[src/hw/rtl/qat_pkg.sv]
// Shared types for the quoted argument tokenizer.
`default_nettype none

package qat_pkg;

    // One byte of the callback string with its restart flag.
    typedef struct packed {
        logic [7:0] char_in;
        logic       first_byte;
    } in_item_t;

    // One result beat: an argument byte or an end-of-argument mark.
    typedef struct packed {
        logic       kind;
        logic [7:0] value;
        logic       last;
    } result_t;

    // Result kinds.
    localparam logic KIND_BYTE = 1'b0;
    localparam logic KIND_END  = 1'b1;

endpackage

`default_nettype wire

[src/hw/rtl/qat_in_if.sv]
// Input stream interface: one string byte per beat.
`default_nettype none

interface qat_in_if;
    logic       valid;
    logic       ready;
    logic [7:0] char_in;
    logic       first_byte;

    modport source (output valid, output char_in, output first_byte, input ready);
    modport sink (input valid, input char_in, input first_byte, output ready);
endinterface

`default_nettype wire

[src/hw/rtl/qat_out_if.sv]
// Output stream interface: one argument byte or end mark per beat.
`default_nettype none

interface qat_out_if;
    logic       valid;
    logic       ready;
    logic       kind;
    logic [7:0] value;
    logic       last;

    modport source (output valid, output kind, output value, output last, input ready);
    modport sink (input valid, input kind, input value, input last, output ready);
endinterface

`default_nettype wire

[src/hw/rtl/qat_input_stage.sv]
// Input register stage that captures one string byte per beat.
`default_nettype none

module qat_input_stage (
    input  wire logic         clk,
    input  wire logic         rst_n,
    qat_in_if.sink            in_stream,
    input  wire logic         out_free,
    output logic              item_valid,
    output qat_pkg::in_item_t item
);

    logic              valid_reg;
    logic              valid_next;
    qat_pkg::in_item_t item_reg;
    logic              take;

    // The stage accepts a new byte whenever its current byte moves on.
    assign in_stream.ready = !valid_reg || out_free;
    assign take            = in_stream.valid && in_stream.ready;

    always_comb
    begin
        valid_next = valid_reg;
        if (take)
        begin
            valid_next = 1'b1;
        end
        else if (out_free)
        begin
            valid_next = 1'b0;
        end
    end

    always_ff @(posedge clk or negedge rst_n)
    begin
        if (!rst_n)
        begin
            valid_reg <= 1'b0;
        end
        else
        begin
            valid_reg <= valid_next;
        end
    end

    // Payload holds no reset.
    always_ff @(posedge clk)
    begin
        if (take)
        begin
            item_reg.char_in    <= in_stream.char_in;
            item_reg.first_byte <= in_stream.first_byte;
        end
    end

    assign item_valid = valid_reg;
    assign item       = item_reg;

endmodule

`default_nettype wire

[src/hw/rtl/qat_parser.sv]
// Parse phase register and the per-byte decode of the argument list.
`default_nettype none

module qat_parser (
    input  wire logic               clk,
    input  wire logic               rst_n,
    input  wire logic               advance,
    input  wire qat_pkg::in_item_t  item,
    output logic                    has_result,
    output qat_pkg::result_t        result
);

    typedef enum logic [2:0] {
        PH_SEEK   = 3'd0,
        PH_PLAIN  = 3'd1,
        PH_QUOTED = 3'd2,
        PH_ESCAPE = 3'd3,
        PH_DONE   = 3'd4
    } phase_t;

    localparam logic [7:0] CH_OPEN   = 8'h28;
    localparam logic [7:0] CH_CLOSE  = 8'h29;
    localparam logic [7:0] CH_COMMA  = 8'h2C;
    localparam logic [7:0] CH_SPACE  = 8'h20;
    localparam logic [7:0] CH_QUOTE  = 8'h27;
    localparam logic [7:0] CH_BSLASH = 8'h5C;
    localparam logic [7:0] CH_R      = 8'h72;
    localparam logic [7:0] CH_N      = 8'h6E;
    localparam logic [7:0] CH_B      = 8'h62;
    localparam logic [7:0] CH_T      = 8'h74;
    localparam logic [7:0] CH_CR     = 8'h0D;
    localparam logic [7:0] CH_LF     = 8'h0A;
    localparam logic [7:0] CH_BS     = 8'h08;
    localparam logic [7:0] CH_TAB    = 8'h09;

    phase_t     phase_reg;
    phase_t     phase_next;
    phase_t     phase_cur;
    logic [7:0] c;

    assign c = item.char_in;

    // A first byte restarts the parse before the byte itself is handled.
    assign phase_cur = item.first_byte ? PH_SEEK : phase_reg;

    // Decode one byte against the current phase.
    always_comb
    begin
        phase_next   = phase_cur;
        has_result   = 1'b0;
        result.kind  = qat_pkg::KIND_BYTE;
        result.value = c;
        result.last  = 1'b0;
        unique case (phase_cur)
            PH_SEEK:
            begin
                if (c == CH_OPEN)
                begin
                    phase_next = PH_PLAIN;
                end
            end
            PH_PLAIN:
            begin
                priority if (c == CH_SPACE || c == CH_BSLASH)
                begin
                    has_result = 1'b0;
                end
                else if (c == CH_QUOTE)
                begin
                    phase_next = PH_QUOTED;
                end
                else if (c == CH_COMMA)
                begin
                    has_result   = 1'b1;
                    result.kind  = qat_pkg::KIND_END;
                    result.value = 8'h00;
                end
                else if (c == CH_CLOSE)
                begin
                    phase_next   = PH_DONE;
                    has_result   = 1'b1;
                    result.kind  = qat_pkg::KIND_END;
                    result.value = 8'h00;
                    result.last  = 1'b1;
                end
                else
                begin
                    has_result = 1'b1;
                end
            end
            PH_QUOTED:
            begin
                priority if (c == CH_BSLASH)
                begin
                    phase_next = PH_ESCAPE;
                end
                else if (c == CH_QUOTE)
                begin
                    phase_next = PH_PLAIN;
                end
                else
                begin
                    has_result = 1'b1;
                end
            end
            PH_ESCAPE:
            begin
                // Known escapes map to control bytes and an escaped quote to a quote; any other byte is dropped.
                phase_next = PH_QUOTED;
                has_result = 1'b1;
                priority case (c)
                    CH_QUOTE: result.value = CH_QUOTE;
                    CH_R:     result.value = CH_CR;
                    CH_N:     result.value = CH_LF;
                    CH_B:     result.value = CH_BS;
                    CH_T:     result.value = CH_TAB;
                    default:  has_result   = 1'b0;
                endcase
            end
            default:
            begin
                phase_next = PH_DONE;
            end
        endcase
    end

    always_ff @(posedge clk or negedge rst_n)
    begin
        if (!rst_n)
        begin
            phase_reg <= PH_SEEK;
        end
        else if (advance)
        begin
            phase_reg <= phase_next;
        end
    end

endmodule

`default_nettype wire

[src/hw/rtl/qat_output_stage.sv]
// Result register that holds one beat until the sink takes it.
`default_nettype none

module qat_output_stage (
    input  wire logic              clk,
    input  wire logic              rst_n,
    input  wire logic              load,
    input  wire qat_pkg::result_t  result,
    qat_out_if.source              out_stream,
    output logic                   out_free
);

    logic             valid_reg;
    logic             valid_next;
    qat_pkg::result_t result_reg;

    // The register can take a new beat when empty or when its beat leaves now.
    assign out_free = !valid_reg || out_stream.ready;

    always_comb
    begin
        valid_next = valid_reg;
        if (load)
        begin
            valid_next = 1'b1;
        end
        else if (out_stream.ready)
        begin
            valid_next = 1'b0;
        end
    end

    always_ff @(posedge clk or negedge rst_n)
    begin
        if (!rst_n)
        begin
            valid_reg <= 1'b0;
        end
        else
        begin
            valid_reg <= valid_next;
        end
    end

    always_ff @(posedge clk)
    begin
        if (load)
        begin
            result_reg <= result;
        end
    end

    assign out_stream.valid = valid_reg;
    assign out_stream.kind  = result_reg.kind;
    assign out_stream.value = result_reg.value;
    assign out_stream.last  = result_reg.last;

endmodule

`default_nettype wire

[src/hw/rtl/quoted_argument_tokenizer_top.sv]
// Top level of the quoted argument tokenizer.
//
// Channel      Direction  Payload                   Beat
// in_stream    sink       char_in[7:0], first_byte  one string byte
// out_stream   source     kind, value[7:0], last    one argument byte or end mark
//
// One byte is taken every cycle unless the output stalls; a byte with a result goes
// via the input register to the result register; one phase register steps each byte.
// Reset clears the phase to seeking the opening parenthesis and empties both stages.
// A stalled output holds its beat, and the input stage keeps taking bytes
// only as fast as its byte can move on into the result register.
`default_nettype none

module quoted_argument_tokenizer_top (
    input  wire logic clk,
    input  wire logic rst_n,
    qat_in_if.sink    in_stream,
    qat_out_if.source out_stream
);

    logic              item_valid;
    qat_pkg::in_item_t item;
    logic              out_free;
    logic              advance;
    logic              has_result;
    qat_pkg::result_t  result;

    assign advance = item_valid && out_free;

    qat_input_stage u_input (
        .clk        (clk),
        .rst_n      (rst_n),
        .in_stream  (in_stream),
        .out_free   (out_free),
        .item_valid (item_valid),
        .item       (item)
    );

    qat_parser u_parser (
        .clk        (clk),
        .rst_n      (rst_n),
        .advance    (advance),
        .item       (item),
        .has_result (has_result),
        .result     (result)
    );

    qat_output_stage u_output (
        .clk        (clk),
        .rst_n      (rst_n),
        .load       (advance && has_result),
        .result     (result),
        .out_stream (out_stream),
        .out_free   (out_free)
    );

endmodule

`default_nettype wire

[src/flat_wrapper.sv]
// flat-port wrapper written by rule: the top's interface ports become plain ports
module quoted_argument_tokenizer_top_flat 
  (clk, rst_n, in_stream_valid, in_stream_char_in, in_stream_first_byte, in_stream_ready, out_stream_valid, out_stream_kind, out_stream_value, out_stream_last, out_stream_ready);
  qat_in_if in_stream_i ();
  qat_out_if out_stream_i ();
  input  wire logic clk;
  input  wire logic rst_n;
  input wire logic [$bits(in_stream_i.valid)-1:0] in_stream_valid;
  input wire logic [$bits(in_stream_i.char_in)-1:0] in_stream_char_in;
  input wire logic [$bits(in_stream_i.first_byte)-1:0] in_stream_first_byte;
  output wire logic [$bits(in_stream_i.ready)-1:0] in_stream_ready;
  output wire logic [$bits(out_stream_i.valid)-1:0] out_stream_valid;
  output wire logic [$bits(out_stream_i.kind)-1:0] out_stream_kind;
  output wire logic [$bits(out_stream_i.value)-1:0] out_stream_value;
  output wire logic [$bits(out_stream_i.last)-1:0] out_stream_last;
  input wire logic [$bits(out_stream_i.ready)-1:0] out_stream_ready;
  assign in_stream_i.valid = in_stream_valid;
  assign in_stream_i.char_in = in_stream_char_in;
  assign in_stream_i.first_byte = in_stream_first_byte;
  assign in_stream_ready = in_stream_i.ready;
  assign out_stream_valid = out_stream_i.valid;
  assign out_stream_kind = out_stream_i.kind;
  assign out_stream_value = out_stream_i.value;
  assign out_stream_last = out_stream_i.last;
  assign out_stream_i.ready = out_stream_ready;
  quoted_argument_tokenizer_top u_core (.clk(clk), .rst_n(rst_n), .in_stream(in_stream_i), .out_stream(out_stream_i));
endmodule
[config.mk]
export PLATFORM = sky130hd
export DESIGN_NAME = quoted_argument_tokenizer_top_flat
export DESIGN_NICKNAME = d
export VERILOG_FILES = /design/src/hw/rtl/qat_pkg.sv /design/src/hw/rtl/qat_in_if.sv /design/src/hw/rtl/qat_out_if.sv /design/src/hw/rtl/qat_input_stage.sv /design/src/hw/rtl/qat_parser.sv /design/src/hw/rtl/qat_output_stage.sv /design/src/hw/rtl/quoted_argument_tokenizer_top.sv /design/src/flat_wrapper.sv
export SDC_FILE = /design/constraint.sdc
export NUM_CORES = 1
export LEC_CHECK = 0
export ABC_AREA = 1
export BUFFER_PORTS_ARGS = -buffer_cell sky130_fd_sc_hd__buf_2
export CORE_MARGIN = 1
export CORE_UTILIZATION = 43
export CTS_CLUSTER_DIAMETER = 100
export DETAILED_ROUTE_END_ITERATION = 10
export PLACE_DENSITY_LB_ADDON = 0.3
export SLEW_MARGIN = 20
export SYNTH_ARGS = -nofsm -noshare
export SYNTH_HDL_FRONTEND = slang
export SYNTH_SLANG_ARGS = --single-unit
[constraint.sdc]
create_clock -name clk -period 2.1 [get_ports clk]
set_input_delay 0.315 -clock clk [delete_from_list [all_inputs] [get_ports clk]]
set_output_delay 0.315 -clock clk [all_outputs]
set_load 0.1 [all_outputs]
==> results of run 1 <==
-- synthesized netlist by cell type --
library cell | number | area share [%]
dfrtp_1 | 5 | 10
edfxtp_1 | 19 | 46
nor3_1 | 3 | 1.2
nand2_2 | 4 | 2.0
o21ai_0 | 2 | 0.81
o21bai_1 | 1 | 0.61
and2_2 | 1 | 0.61
nor3_4 | 1 | 1.3
o21ai_2 | 1 | 0.71
nand4_1 | 1 | 0.51
nor2_1 | 25 | 7.6
nor3_2 | 1 | 0.81
clkbuf_1 | 1 | 0.30
inv_2 | 1 | 0.30
nand3_1 | 14 | 5.7
nand2_1 | 40 | 12
a21oi_1 | 2 | 0.81
a31oi_1 | 1 | 0.51
inv_1 | 20 | 6.1
a22oi_1 | 1 | 0.61
nand3_2 | 1 | 0.81
-- power breakdown --
| part | internal, mW | switching (mW) | total [mW] |
|---|---|---|---|
| registers | 0.534 | 0.0205 | 0.554 |
| logic | 0.0287 | 0.0462 | 0.0748 |
| clock network | 0.0743 | 0.131 | 0.206 |
-- cell type report --
cell class / count / area (um^2) / area share (%)
clock buffers: 4 / 26.3 / 1.82
inverters: 21 / 82.6 / 5.70
multi-input cells: 99 / 467 / 32.2
flip-flops and latches: 24 / 696 / 48.1
well taps: 31 / 38.8 / 2.68
repair buffers: 26 / 138 / 9.51
-- worst max-delay path: stages (launching register included) --
cell and delay [ns]:
edfxtp_1 0.41, inv_1 0.12, nand2_2 0.09, nor3_4 0.22, nand2_2 0.16, nand2_2 0.11, inv_2 0.04, nand2_1 0.05
nand2_1 0.05, nand2_1 0.11, clkinvlp_4 0.22
-- routing by layer --
metal | vias up | share of wire (%) | GRT usage, %
met5 | - | 0 | 0
met4 | 0 | 2.4 | 8.57
met3 | 5 | 4.5 | 2.11
met2 | 31 | 48 | 27.9
met1 | 429 | 45 | 21.4
li1 | 527 | - | -
-- worst max-delay path by stage --
stage                                           from                                   to  slack [ns]  cells after the start
finish                        u_core.u_input.item[5]  u_core.u_output.out_stream.value[7]        0.24                     10
global placement              u_core.u_input.item[5]  u_core.u_output.out_stream.value[7]        0.20                      9
CTS                           u_core.u_input.item[5]  u_core.u_output.out_stream.value[6]        0.17                      9
global route                  u_core.u_input.item[5]  u_core.u_output.out_stream.value[4]        0.02                     10
detailed placement            u_core.u_input.item[5]  u_core.u_output.out_stream.value[7]        0.19                      9
floorplan           u_core.u_output.out_stream.valid               u_core.u_input.item[0]        0.05                      3
-- per-stage QoR --
stage	instances	area [um^2]	utilization, %
after CTS	205	1440	52.8
after detailed placement	200	1410	51.5
after floorplan	145	1240	-
after global placement	200	1410	51.5
after global routing	205	1450	53.0
final	205	1450	53.0
-- cells in the final DEF, fill, tap and decap left out, drive strengths merged --
cell	instances
nand2	44
nor2	25
buf	25
inv	20
edfxtp	19
nand3	15
dfrtp	5
nor3	5
clkbuf	4
o21ai	3
a21oi	2
and2	1
o21bai	1
nand4	1
clkinvlp	1
a31oi	1
a22oi	1
dlygate4sd3	1
-- cells by family (layout without fill, tap and decap cells) --
family / after synthesis / in the layout / share of synthesized area [%]
AOI/OAI and AO/OA: 8 / 8 / 4.06
buffers and inverters: 22 / 51 / 6.70
and+or+nand+nor: 91 / 91 / 32.8
DFF: 24 / 24 / 56.4
-- what timing repair did --
action / in CTS / in global routing
hold buffers: 1 / 0
endpoints found under the hold margin: 5 / 0
gates resized for setup: 0 / 1
endpoints found under the setup margin: 0 / 10
==> run_results.csv, run 1 <==
group,metric,value,unit
floorplanning,io-pin-count,25,
timing,fin_skew,0.00266,ns
grt,grt_max_degree,14,
layout,antennaDiodeCount,0,
layout,area_growth_syn_to_layout,17.5,%
detailed_routing,vias,992,
cts,post_cts_buffers,0,
cts,tritoncts,"yes",
timing,timing.fmax,538,MHz
detailed_routing,drc,0,
detailed_routing,dr.pass1.iters,4,
detailed_routing,drt_iter0_drc,45,
run,max-cap-violations,0,
hold_path,min_path_type,"input port to flop",
setup_path,cp-end-kind,"flop",
floorplanning,die_area,3080,um^2
setup_path,ff2ff_path_depth,10,
placed_design,dp_slack,0.187,ns
cts,cts.clk_slew.worst_paths,0.12,ns
detailed_routing,avgRoutedWirePerCell,10.8,um
detailed_routing,wirelength,2.21,mm
floorplanning,initial_core_util,45.1,%
setup_path,startpoint_type,"flop",
hold_path,holdPathEnd,"u_core.u_input.item[1]",
hold_path,hold_start,"in_stream_char_in[0]",
cts,cts-root-buf,"clkbuf_4",
placed_design,routabilityCongestion,0.823,
setup_path,reg2reg_from,"u_core.u_input.item[5]",
layout,largest_reg_flops,9,
cts,cts.path.max_buffers,2,
yosys,netlist_instances,145,
setup_path,cp_data_arrival_time,1.89,ns
setup_path,critical_path_class,"flop to flop",
detailed_routing,routed_via_density,4.84,
status,outcome,"finished, final reports clean",
power_and_ir_drop,power.total,0.835,mW
layout,fill_cells,247,
power_and_ir_drop,p_leak,0.656,nW
power_and_ir_drop,ir_worst_vdd,0.000453,V
timing,final-max-slew-violation-count,0,
layout,drive_gt1_share,23.0,%
yosys,syn_area,1230,um^2
grt,grt_usage,16.7,%
grt,grt_pass1_wl,4.02,mm
yosys,ys_ff_latch,24,
placed_design,port_buffers,24,
timing,rsz0062_at_grt,"no",
cts,numCtsBuffers,3,
grt,grt_pass1_vias,966,
timing,finalHoldViolCount,0,
floorplanning,core_area,2730,um^2
timing,tightest_slew,0.489,ns
yosys,synth_warnings,0,
cts,cts_max_level,1,
yosys,synth.avg_cell_area,8.50,um^2
detailed_routing,ant_nets,0,
timing,setup_viol,0,
floorplanning,dieWidth,55.5,um
timing,whs,0.165,ns
grt,antenna_found_initial,0,
layout,layout.nets,188,
placed_design,dp_hpwl,1.80,mm
cts,clkLatencyLatePin,0.31,ns
grt,grt_overflow_total,0,
timing,post-route-period-util,88.6,%
timing,relSlewSlack,67.6,%
hold_path,whs_path_depth,1,
power_and_ir_drop,powerDensity,577,nW/um^2
timing,setup_tns,0,ns
floorplanning,rows,19,
setup_path,required,2.13,ns
timing,timing.final.ws_setup,0.240,ns
setup_path,crit_path_max_fanout,10,
cts,cts_sinks,24,
setup_path,timing.rr.end,"u_core.u_output.out_stream.value[7]",
floorplanning,die_y,55.5,um
yosys,synth_nets,158,
yosys,ys_types,21,
timing,min_period,1.86,ns
yosys,ys_seq_area_share,56.4,%
setup_path,reg2reg_slack,0.24,ns
(Power assumes the default switching activity.)
==> run 2, diff against run 1 <==
--- a/config.mk
+++ b/config.mk
@@ -11,6 +11,7 @@
 export CORE_UTILIZATION = 43
 export CTS_CLUSTER_DIAMETER = 100
 export DETAILED_ROUTE_END_ITERATION = 10
+export GPL_TIMING_DRIVEN = 0
 export PLACE_DENSITY_LB_ADDON = 0.3
 export SLEW_MARGIN = 20
 export SYNTH_ARGS = -nofsm -noshare
==> constraint.sdc (replaced) <==
create_clock -name clk -period 1.5 [get_ports clk]
set_input_delay 0.225 -clock clk [delete_from_list [all_inputs] [get_ports clk]]
set_output_delay 0.225 -clock clk [all_outputs]
set_load 0.1 [all_outputs]
==> run 2 against run 1 <==
The flow now finishes with violations (setup timing); cell area is 23% higher; critical path depth unchanged; flip-flop and latch count stayed put; non-clock buffer count grew 24; critical endpoint unchanged.
==> run_results.csv, run 2 (synthesis results as in run 1) <==
group,metric,value,unit
timing,whs,0.0660,ns
status,violations,"setup timing",
power_and_ir_drop,p_leak,0.816,nW
cts,cts_sinks,24,
detailed_routing,routed_via_density,5.40,
hold_path,hold_start,"in_stream_char_in[2]",
timing,rsz0062_at_grt,"yes",
placed_design,placed_cells,200,
placed_design,dp_hpwl,1.76,mm
layout,fin_cells,230,
hold_path,holdPathEnd,"u_core.u_input.item[3]",
detailed_routing,wirelength,3.27,mm
floorplanning,rows,19,
status,outcome,"finished with violations",
grt,antenna_found_initial,0,
layout,area_growth_syn_to_layout,44.1,%
layout,largest_reg_flops,9,
detailed_routing,ant_nets,0,
detailed_routing,drt_iter0_drc,83,
cts,cts-root-buf,"clkbuf_4",
timing,finalHoldViolCount,0,
floorplanning,die_y,55.5,um
timing,post-route-period-util,119,%
detailed_routing,vias,1243,
setup_path,reg2reg_slack,-0.29,ns
layout,layout_common_cells,"nand2_1 (29), buf_2 (23), buf_4 (20)",
timing,timing.fmax,560,MHz
cts,cts_max_level,1,
power_and_ir_drop,powerDensity,715,nW/um^2
setup_path,cp-end-kind,"flop",
cts,cts.path.max_buffers,2,
timing,fin_skew,0.00503,ns
placed_design,routabilityCongestion,0.857,
detailed_routing,avgRoutedWirePerCell,14.2,um
power_and_ir_drop,ir_worst_vdd,0.000537,V
hold_path,whs_path_depth,1,
layout,drive_gt1_share,50.8,%
timing,tightest_slew,0.485,ns
grt,grt_usage,20.2,%
layout,antennaDiodeCount,0,
hold_path,min_path_type,"input port to flop",
grt,grt_pass1_wl,4.82,mm
timing,setup_viol,23,
detailed_routing,dr.pass1.iters,4,
setup_path,timing.rr.end,"u_core.u_output.out_stream.value[7]",
layout,final_common_cell,"nand2_1",
grt,grt_max_degree,14,
cts,cts.clk_slew.worst_paths,0.13,ns
floorplanning,io-pin-count,25,
grt,grt_pass1_vias,1146,
setup_path,reg2reg_from,"u_core.u_input.item[4]",
setup_path,cp_data_arrival_time,1.84,ns
setup_path,critical_path_class,"flop to flop",
placed_design,port_buffers,24,
cts,tritoncts,"yes",
setup_path,startpoint_type,"flop",
cts,clkLatencyLatePin,0.32,ns
run,max-cap-violations,0,
placed_design,dp_slack,-0.318,ns
timing,min_period,1.79,ns
detailed_routing,drc,0,
timing,final-max-slew-violation-count,0,
layout,layout.nets,213,
timing,timing.final.ws_setup,-0.286,ns
setup_path,ff2ff_path_depth,10,
timing,relSlewSlack,67.9,%
setup_path,required,1.55,ns
floorplanning,initial_core_util,45.1,%
cts,numCtsBuffers,3,
floorplanning,die_area,3080,um^2
grt,grt_overflow_total,0,
floorplanning,dieWidth,55.5,um
setup_path,crit_path_max_fanout,5,
floorplanning,core_area,2730,um^2
run 2: worst max path at each step:
stage                                start                             endpoint  slack, ns
floorplan           u_core.u_input.item[5]      u_core.u_output.out_stream.kind      -0.07
global placement    u_core.u_input.item[6]  u_core.u_output.out_stream.value[7]      -0.30
detailed placement  u_core.u_input.item[0]  u_core.u_output.out_stream.value[7]      -0.32
CTS                 u_core.u_input.item[5]  u_core.u_output.out_stream.value[7]      -0.18
global route        u_core.u_input.item[4]  u_core.u_output.out_stream.value[7]      -0.35
finish              u_core.u_input.item[4]  u_core.u_output.out_stream.value[7]      -0.29
run 2: layer usage:
layer / global-route usage [%] / up-vias / part of all wire (%) / wire length [um]
li1: - / 580 / - / -
met1: 24.0 / 579 / 37 / 1200
met2: 33.6 / 66 / 52 / 1700
met3: 3.28 / 18 / 6.0 / 196
met4: 13.6 / 0 / 5.5 / 179
met5: 0 / - / 0 / 0
run 2: layout make-up:
class                      instances  area [um^2]
clock buffer                       4         26.3
fill                             194          958
buffer                             1         3.75
multi-input combinational         99          584
sequential                        24          699
inverter                          21         83.8
timing repair buffer              49          332
tap                               31         38.8
timing repair inverter             1         7.51
run 2: what timing repair did:
action,4_1_cts,5_1_grt
gates resized for setup,29,23
gates cloned,1,0
endpoints found under the hold margin,5,0
setup endpoints to repair,19,23
pin swaps,7,5
hold buffers,1,0
setup buffers,16,8
run 2: power breakdown:
part           total (mW)  internal, mW  switching [mW]  leakage (nW)
sequential          0.777         0.747          0.0296         0.237
clock               0.297         0.104           0.192        0.0150
combinational       0.196        0.0869           0.109         0.563
total                1.27         0.939           0.331         0.816
run 2: critical path, stage by stage (launching register included):
cell and delay, ns:
edfxtp_1 0.51, buf_6 0.17, nor2_2 0.10, nand3_1 0.08, nand2_1 0.10, nand2_2 0.09
nand3_2 0.10, nand2_2 0.07, nand2_2 0.09, nand2_4 0.07, clkinvlp_4 0.12
run 2: stage by stage:
stage	setup TNS (ns)	cell area (um^2)	utilization, %	power, mW
final	-4.56	1780	64.9	1.27
after global routing	-6.41	1780	64.9	1.33
after CTS	-2.04	1650	60.2	1.23
after detailed placement	-3.42	1410	51.6	0.897
after global placement	-3.17	1410	51.6	0.890
after floorplan	-0.656	1250	-	0.857
